[config.mk]
export PLATFORM = sky130hd
export DESIGN_NAME = cc_cv_charge_supervisor_unit
export DESIGN_NICKNAME = d
export VERILOG_FILES = /design/src/design/ccs_pkg.sv /design/src/design/ccs_step.sv /design/src/design/cc_cv_charge_supervisor_unit.sv
export SDC_FILE = /design/constraint.sdc
export NUM_CORES = 1
export LEC_CHECK = 0
export BUFFER_PORTS_ARGS = -buffer_cell sky130_fd_sc_hd__buf_2
export CAP_MARGIN = 10
export CORE_ASPECT_RATIO = 2
export CORE_MARGIN = 2
export CORE_UTILIZATION = 56
export CTS_BUF_LIST = sky130_fd_sc_hd__clkbuf_4 sky130_fd_sc_hd__clkbuf_8
export CTS_CLUSTER_SIZE = 20
export DETAILED_ROUTE_END_ITERATION = 10
export MAX_ROUTING_LAYER = met4
export PLACE_DENSITY_LB_ADDON = 0.2
export SYNTH_ARGS = -nofsm -noshare
export SYNTH_HDL_FRONTEND = slang
export SYNTH_HIERARCHICAL = 1
export SYNTH_SLANG_ARGS = --single-unit
[constraint.sdc]
create_clock -name clk_i -period 4.7 [get_ports clk_i]
set_input_delay 0.94 -clock clk_i [delete_from_list [all_inputs] [get_ports clk_i]]
set_output_delay 0.94 -clock clk_i [all_outputs]
set_load 0.03 [all_outputs]
[src/design/ccs_pkg.sv]
// Shared types and constants of the CC/CV charge supervisor.
// Used by ccs_step, the top level and the checker.
package ccs_pkg;

  // Status codes reported on the result channel.
  typedef enum logic [2:0] {
    ST_IDLE       = 3'd0,
    ST_CHARGING   = 3'd1,
    ST_DONE       = 3'd2,
    ST_TIMEOUT    = 3'd3,
    ST_ABORT      = 3'd4,
    ST_DISCONNECT = 3'd5,
    ST_POWER      = 3'd6
  } status_e;

  // Configuration register indexes.
  typedef enum logic [2:0] {
    REG_MIN_SENSE_LEVEL  = 3'd0,
    REG_DONE_CURRENT     = 3'd1,
    REG_FAN_ON_CURRENT   = 3'd2,
    REG_FAN_OFF_CURRENT  = 3'd3,
    REG_TRIM_HIGH_RAW    = 3'd4,
    REG_TRIM_FAR_LOW_RAW = 3'd5,
    REG_TRIM_LOW_RAW     = 3'd6,
    REG_INITIAL_TRIM     = 3'd7
  } cfg_reg_e;

  localparam logic [7:0]  START_SAMPLES     = 8'd4;
  localparam logic [7:0]  TRIM_HOLD_SAMPLES = 8'd4;
  localparam logic [13:0] TIMEOUT_SECONDS   = 14'd15240;
  localparam logic [13:0] SECONDS_MAX       = 14'h3FFF;
  localparam logic [7:0]  TRIM_JUMP_LIMIT   = 8'hF0;
  localparam logic [7:0]  TRIM_JUMP         = 8'h10;
  localparam logic [7:0]  TRIM_MAX          = 8'hFF;

  typedef struct packed {
    logic [11:0] min_sense_level;
    logic [7:0]  done_current;
    logic [7:0]  fan_on_current;
    logic [7:0]  fan_off_current;
    logic [11:0] trim_high_raw;
    logic [11:0] trim_far_low_raw;
    logic [11:0] trim_low_raw;
    logic [7:0]  initial_trim;
  } ccs_cfg_t;

  typedef struct packed {
    logic        start_req;
    logic        tick_1hz;
    logic        adc_ready;
    logic        long_press;
    logic        power_ok;
    logic        cv_phase;
    logic [7:0]  charge_current;
    logic [11:0] sense_raw;
    logic [11:0] battery_raw;
  } ccs_in_t;

  typedef struct packed {
    logic        charging;
    status_e     end_status;
    logic [13:0] seconds_count;
    logic [7:0]  sample_holdoff;
    logic [7:0]  trim_holdoff;
    logic [7:0]  trim_setting;
    logic        fan_state;
  } ccs_state_t;

  typedef struct packed {
    status_e     status;
    logic        charger_enable;
    logic        fan_drive;
    logic [7:0]  trim_value;
    logic        trim_changed;
    logic [13:0] elapsed_seconds;
  } ccs_res_t;

endpackage

[src/design/ccs_step.sv]
// Next-state and result logic for one charge supervisor event.
// Purely combinational; depends on ccs_pkg.
module ccs_step import ccs_pkg::*; (
  input  ccs_cfg_t   cfg_i,
  input  ccs_state_t state_i,
  input  ccs_in_t    item_i,
  output ccs_state_t state_o,
  output ccs_res_t   res_o
);

  ccs_state_t st;
  logic       changed;

  always_comb begin
    st      = state_i;
    changed = 1'b0;

    // start reloads everything, then the same event is processed
    if (item_i.start_req) begin
      st.charging       = 1'b1;
      st.end_status     = ST_CHARGING;
      st.seconds_count  = '0;
      st.sample_holdoff = START_SAMPLES;
      st.trim_holdoff   = TRIM_HOLD_SAMPLES;
      st.trim_setting   = cfg_i.initial_trim;
      st.fan_state      = 1'b0;
      changed           = 1'b1;
    end

    if (st.charging) begin
      if (!item_i.power_ok) begin
        st.charging   = 1'b0;
        st.fan_state  = 1'b0;
        st.end_status = ST_POWER;
      end else begin
        if (item_i.tick_1hz && st.seconds_count != SECONDS_MAX) begin
          st.seconds_count = st.seconds_count + 14'd1;
        end
        if (st.seconds_count >= TIMEOUT_SECONDS) begin
          st.charging   = 1'b0;
          st.fan_state  = 1'b0;
          st.end_status = ST_TIMEOUT;
        end else if (item_i.long_press) begin
          st.charging   = 1'b0;
          st.fan_state  = 1'b0;
          st.end_status = ST_ABORT;
        end else if (item_i.adc_ready) begin
          if (st.sample_holdoff != '0) begin
            st.sample_holdoff = st.sample_holdoff - 8'd1;
          end
          // skip samples until the start-up holdoff runs out
          if (st.sample_holdoff == '0) begin
            if (item_i.sense_raw < cfg_i.min_sense_level) begin
              st.charging   = 1'b0;
              st.fan_state  = 1'b0;
              st.end_status = ST_DISCONNECT;
            end else if (item_i.charge_current <= cfg_i.done_current) begin
              st.charging   = 1'b0;
              st.fan_state  = 1'b0;
              st.end_status = ST_DONE;
            end else begin
              if (item_i.charge_current >= cfg_i.fan_on_current) begin
                st.fan_state = 1'b1;
              end else if (item_i.charge_current <= cfg_i.fan_off_current) begin
                st.fan_state = 1'b0;
              end
              if (!item_i.cv_phase) begin
                st.trim_holdoff = TRIM_HOLD_SAMPLES;
              end else if (st.trim_holdoff != '0) begin
                st.trim_holdoff = st.trim_holdoff - 8'd1;
              end else if (item_i.battery_raw >= cfg_i.trim_high_raw &&
                           st.trim_setting != '0) begin
                st.trim_setting = st.trim_setting - 8'd1;
                st.trim_holdoff = TRIM_HOLD_SAMPLES;
                changed         = 1'b1;
              end else if (item_i.battery_raw <= cfg_i.trim_far_low_raw) begin
                // saturating jump; counts as an update even when pinned at max
                st.trim_setting = (st.trim_setting < TRIM_JUMP_LIMIT) ?
                                  st.trim_setting + TRIM_JUMP : TRIM_MAX;
                st.trim_holdoff = TRIM_HOLD_SAMPLES;
                changed         = 1'b1;
              end else if (item_i.battery_raw <= cfg_i.trim_low_raw &&
                           st.trim_setting != TRIM_MAX) begin
                st.trim_setting = st.trim_setting + 8'd1;
                st.trim_holdoff = TRIM_HOLD_SAMPLES;
                changed         = 1'b1;
              end
            end
          end
        end
      end
    end
  end

  assign state_o               = st;
  // end_status tracks ST_CHARGING for the whole charge
  assign res_o.status          = st.end_status;
  assign res_o.charger_enable  = st.charging;
  assign res_o.fan_drive       = st.fan_state;
  assign res_o.trim_value      = st.trim_setting;
  assign res_o.trim_changed    = changed;
  assign res_o.elapsed_seconds = st.seconds_count;

endmodule

[src/design/cc_cv_charge_supervisor_unit.sv]
// CC/CV charge supervisor: top level with configuration registers,
// input stage, supervisor state and result register. Uses ccs_pkg, ccs_step.
//
// Usage:
//   Events enter on the in_valid_i/in_ready_o channel, one transaction per
//   event, and every event yields exactly one result transaction on
//   out_valid_o/out_ready_i. An event is captured in an input register; the
//   next cycle ccs_step evaluates it against the supervisor state, and the
//   state and the result register update together.
//   The result register and out_valid_o load on the edge that advances the
//   event out of the input register. Throughput: one event per cycle while
//   the receiver does not stall, since the state update between the input
//   and result registers is combinational.
//   When the receiver stalls, the result holds and the input register keeps
//   one more event; in_ready_o drops only when both are full.
//   Configuration is written through cfg_we_i/cfg_idx_i/cfg_data_i, one
//   register per cycle, by the user only while the unit is idle; the unit does not enforce it.
//   Reset clears the supervisor state to idle, loads the configuration
//   register defaults and empties both stages.
module cc_cv_charge_supervisor_unit import ccs_pkg::*; (
  input  logic        clk_i,
  input  logic        rst_ni,
  input  logic        cfg_we_i,
  input  logic [2:0]  cfg_idx_i,
  input  logic [11:0] cfg_data_i,
  input  logic        in_valid_i,
  output logic        in_ready_o,
  input  logic        start_req_i,
  input  logic        tick_1hz_i,
  input  logic        adc_ready_i,
  input  logic        long_press_i,
  input  logic        power_ok_i,
  input  logic        cv_phase_i,
  input  logic [7:0]  charge_current_i,
  input  logic [11:0] sense_raw_i,
  input  logic [11:0] battery_raw_i,
  output logic        out_valid_o,
  input  logic        out_ready_i,
  output logic [2:0]  status_o,
  output logic        charger_enable_o,
  output logic        fan_drive_o,
  output logic [7:0]  trim_value_o,
  output logic        trim_changed_o,
  output logic [13:0] elapsed_seconds_o
);

  ccs_cfg_t   cfg_q;
  ccs_in_t    in_q, in_d;
  logic       in_vld_q;
  ccs_state_t state_q, state_d;
  ccs_res_t   res_q, res_d;
  logic       out_vld_q;
  logic       advance;

  always_ff @(posedge clk_i or negedge rst_ni) begin
    if (!rst_ni) begin
      cfg_q.min_sense_level  <= 12'd0;
      cfg_q.done_current     <= 8'd0;
      cfg_q.fan_on_current   <= 8'd255;
      cfg_q.fan_off_current  <= 8'd0;
      cfg_q.trim_high_raw    <= 12'd4095;
      cfg_q.trim_far_low_raw <= 12'd0;
      cfg_q.trim_low_raw     <= 12'd0;
      cfg_q.initial_trim     <= 8'd0;
    end else if (cfg_we_i) begin
      unique case (cfg_reg_e'(cfg_idx_i))
        REG_MIN_SENSE_LEVEL:  cfg_q.min_sense_level  <= cfg_data_i;
        REG_DONE_CURRENT:     cfg_q.done_current     <= cfg_data_i[7:0];
        REG_FAN_ON_CURRENT:   cfg_q.fan_on_current   <= cfg_data_i[7:0];
        REG_FAN_OFF_CURRENT:  cfg_q.fan_off_current  <= cfg_data_i[7:0];
        REG_TRIM_HIGH_RAW:    cfg_q.trim_high_raw    <= cfg_data_i;
        REG_TRIM_FAR_LOW_RAW: cfg_q.trim_far_low_raw <= cfg_data_i;
        REG_TRIM_LOW_RAW:     cfg_q.trim_low_raw     <= cfg_data_i;
        REG_INITIAL_TRIM:     cfg_q.initial_trim     <= cfg_data_i[7:0];
        default: ;
      endcase
    end
  end

  // advance the held event when the result register is free or draining
  assign advance    = in_vld_q && (!out_vld_q || out_ready_i);
  assign in_ready_o = !in_vld_q || advance;

  assign in_d.start_req      = start_req_i;
  assign in_d.tick_1hz       = tick_1hz_i;
  assign in_d.adc_ready      = adc_ready_i;
  assign in_d.long_press     = long_press_i;
  assign in_d.power_ok       = power_ok_i;
  assign in_d.cv_phase       = cv_phase_i;
  assign in_d.charge_current = charge_current_i;
  assign in_d.sense_raw      = sense_raw_i;
  assign in_d.battery_raw    = battery_raw_i;

  always_ff @(posedge clk_i or negedge rst_ni) begin
    if (!rst_ni) begin
      in_vld_q <= 1'b0;
    end else if (in_ready_o) begin
      in_vld_q <= in_valid_i;
    end
  end

  always_ff @(posedge clk_i) begin
    if (in_valid_i && in_ready_o) begin
      in_q <= in_d;
    end
  end

  ccs_step u_step (
    .cfg_i   (cfg_q),
    .state_i (state_q),
    .item_i  (in_q),
    .state_o (state_d),
    .res_o   (res_d)
  );

  always_ff @(posedge clk_i or negedge rst_ni) begin
    if (!rst_ni) begin
      state_q.charging       <= 1'b0;
      state_q.end_status     <= ST_IDLE;
      state_q.seconds_count  <= '0;
      state_q.sample_holdoff <= '0;
      state_q.trim_holdoff   <= '0;
      state_q.trim_setting   <= '0;
      state_q.fan_state      <= 1'b0;
      out_vld_q              <= 1'b0;
    end else begin
      if (advance) begin
        state_q   <= state_d;
        out_vld_q <= 1'b1;
      end else if (out_ready_i) begin
        out_vld_q <= 1'b0;
      end
    end
  end

  always_ff @(posedge clk_i) begin
    if (advance) begin
      res_q <= res_d;
    end
  end

  assign out_valid_o       = out_vld_q;
  assign status_o          = res_q.status;
  assign charger_enable_o  = res_q.charger_enable;
  assign fan_drive_o       = res_q.fan_drive;
  assign trim_value_o      = res_q.trim_value;
  assign trim_changed_o    = res_q.trim_changed;
  assign elapsed_seconds_o = res_q.elapsed_seconds;

endmodule

==> flow_metrics.tcl <==
set metrics [dict create \
    cp_max_fo 14 \
    ant_nets 0 \
    rsz0062_at_grt "false" \
    ctsHoldBuffers 0 \
    die_y_um 202 \
    critical_path.max_stage_delay_ns 0.66 \
    clk_pin_slew_ns 0.10 \
    max_clock_freq_ghz 0.246 \
    htreeDepth 4 \
    port_buffers 87 \
    layout.nets 1180 \
    gp_congestion 0.899 \
    num_antenna_cells 0 \
    fin_crit_sh_pct 86.6 \
    coreArea_um2 19300 \
    synthesis.nets 1112 \
    slew_headroom_pct 19.9 \
    wl_met3_um 651 \
    hold_violations 0 \
    arrival_ns 4.45 \
    drt_wl_total_mm 24.8 \
    met1_length_mm 8.77 \
    final_common_cell "mux2_2" \
    vdd_drop_max_mv 0.316 \
    required_ns 5.08 \
    vias 7686 \
    clock_latency_ns 0.50 \
    synthDistinctLibCells 77 \
    cts_buffers 17 \
    outcome "completed" \
    cts_tree "built" \
    setup-violations-final 0 \
    die_area_um2 20900 \
    crit_chain "inv_1 > nand2_1 > ha_1 > or3b_2 > or3_1 > o211ai_2 > o2111a_2 > nand4_4 > a2111oi_4 > buf_4 > a21boi_1 > a21oi_1 > mux2_2" \
    rows 72 \
    first_global_vias 7990 \
    drt_iter0_drc 348 \
    drcViolationCount 0 \
    antenna_found_initial 0 \
    p_leak_nw 5.27 \
    cts_buffer_depth 2 \
    start_util_pct 57.1 \
    grt_pass1_wl_mm 39.9 \
    cts-root-buf "clkbuf_8" \
    grt_max_degree 75 \
    startpoint_type "flip-flop" \
    drive_gt1_share_pct 29.0 \
    synth_seq_cells 191 \
    clock_skew_ns 0.0153 \
    fin_tns_setup_ns 0 \
    area_growth_pct 9.15 \
    synthArstFlopShare_pct 65.4 \
    endpoint_kind "flip-flop" \
    highest_layer "met4" \
    slowest_stage "edfxtp_1" \
    grt_overflow 0 \
    setup.worst_path.class "flip-flop to flip-flop" \
    drv_cap 0 \
    report.final.slew_viol_count 0 \
    cts_setup_buffers 0 \
    dp_hpwl_mm 18.7 \
    synth_edf_count 66 \
    post_cts_resized 0 \
    syn_area_um2 11000 \
    wl_met2_mm 14.3 \
    worst_pin_slew_ns 1.19 \
    whs_ns 0.511 \
    synth_cells 974 \
    cp_top_family "simple AND/OR/NAND/NOR gates" \
    power_density_nw_per_um2 390 \
    yosysSeqAreaShare_pct 46.6 \
    min_period_ns 4.07 \
    cts_sinks 191 \
    avgRoutedWirePerCell_um 18.9 \
    io_pins 88 \
    yosys_warnings 6 \
    synth.avg_cell_area_um2 11.3 \
    path_buf_inv 2 \
    first_pass_iters 5 \
    viasPerCell 5.85 \
    dieWidth_um 103 \
    ys.flop_type "dfrtp_1" \
    gr-usage-all-layers_pct 26.3 \
    mostFrequentLayoutCells "126 x mux2_2, 105 x dfrtp_1, 86 x inv_1, 86 x buf_2, 80 x ha_1" \
    worstHoldPathType "flip-flop to flip-flop" \
]
cells by family (layout without fill, tap and decap cells):
kind of cell / Yosys count / in the layout / synth area share [%]
mux: 134 / 134 / 13.6
fa+ha+maj: 80 / 80 / 9.09
flops: 191 / 191 / 46.6
xor+xnor: 18 / 18 / 1.43
simple gates: 241 / 241 / 12.1
buf+inv: 141 / 222 / 6.16
compound gates: 169 / 169 / 10.9
per-layer routing:
layer	vias to the layer above	track usage, %
li1	3649	-
met1	3803	25.2
met4	0	13.6
met5	-	-
met2	169	48.3
met3	65	4.22
through the flow:
step / cell area (um^2) / utilization [%] / power [mW] / cells / worst slack [ns]
detailed placement: 11500 / 59.9 / 3.47 / 1282 / 0.642
global route: 12000 / 62.3 / 4.96 / 1314 / 0.339
finish: 12000 / 62.3 / 4.69 / 1314 / 0.631
CTS: 12000 / 62.3 / 4.73 / 1314 / 0.617
floorplan: 11000 / - / 3.13 / 974 / 0.521
global placement: 11500 / 59.9 / 3.43 / 1282 / 0.701
sequential cells by signal (all words and copies together), names as in the netlist:
| name | count |
|---|---|
| charger_enable_o | 1 |
| elapsed_seconds_o | 14 |
| trim_changed_o | 1 |
| fan_drive_o | 1 |
| trim_value_o | 8 |
| in_q | 38 |
| status_o | 3 |
| out_valid_o | 1 |
| state_q | 43 |
| in_vld_q | 1 |
| cfg_q | 80 |
worst paths after layout:
check                              end       from  slack [ns]  cells past startpoint
max                         state_q[1]   in_q[37]        0.63                     13
min                          cfg_q[31]  cfg_q[31]        0.51                      1
max reg2reg                 state_q[1]   in_q[37]        0.63                     13
min reg2reg                  cfg_q[31]  cfg_q[31]        0.51                      1
max in group asynchronous    cfg_q[52]     rst_ni        3.08                      2
min in group asynchronous  state_q[19]     rst_ni        0.58                      1
cells in the mapped netlist (all sizes together) (3+ instances only):
library cell	count	area share (%)
and4	3	0.24
nor3	22	1.1
o21bai	3	0.20
xnor2	14	1.1
buf	45	2.9
nor2b	21	1.2
a211oi	8	0.68
or3	13	0.74
nor4	7	0.45
dfstp	20	4.8
inv	86	2.9
o31a	3	0.24
a211o	3	0.24
or2	3	0.17
clkbuf	10	0.34
ha	80	9.1
mux2	128	13
nand4b	6	0.48
a2111oi	5	0.75
o211ai	10	0.73
a31o	6	0.48
o22ai	9	0.51
nand3	15	0.68
a21boi	4	0.27
nand2b	12	0.70
o2111a	3	0.32
o31ai	4	0.27
dfrtp	105	24
edfxtp	66	18
xor2	4	0.32
o21ai	30	1.4
a31oi	13	0.74
and2	6	0.34
nand4	22	1.4
a21o	12	0.82
mux2i	6	0.55
a21oi	40	1.9
and4b	3	0.27
nand2	60	2.1
nor2	38	1.3
and3	3	0.17
cell type report:
class	instances	area (um^2)
Clock buffer	19	262
Clock inverter	13	208
Fill cell	1653	7260
Inverter	86	323
Multi-Input combinational cell	642	5200
Sequential cell	191	5130
Tap cell	259	324
Timing Repair Buffer	104	566
power breakdown:
group	leakage, nW	switching [mW]	total (mW)	internal, mW
logic	2.87	0.726	1.27	0.546
registers	2.16	0.149	2.17	2.02
clock network	0.233	0.586	1.25	0.663
Note: power is estimated with default switching activity, not from simulation.
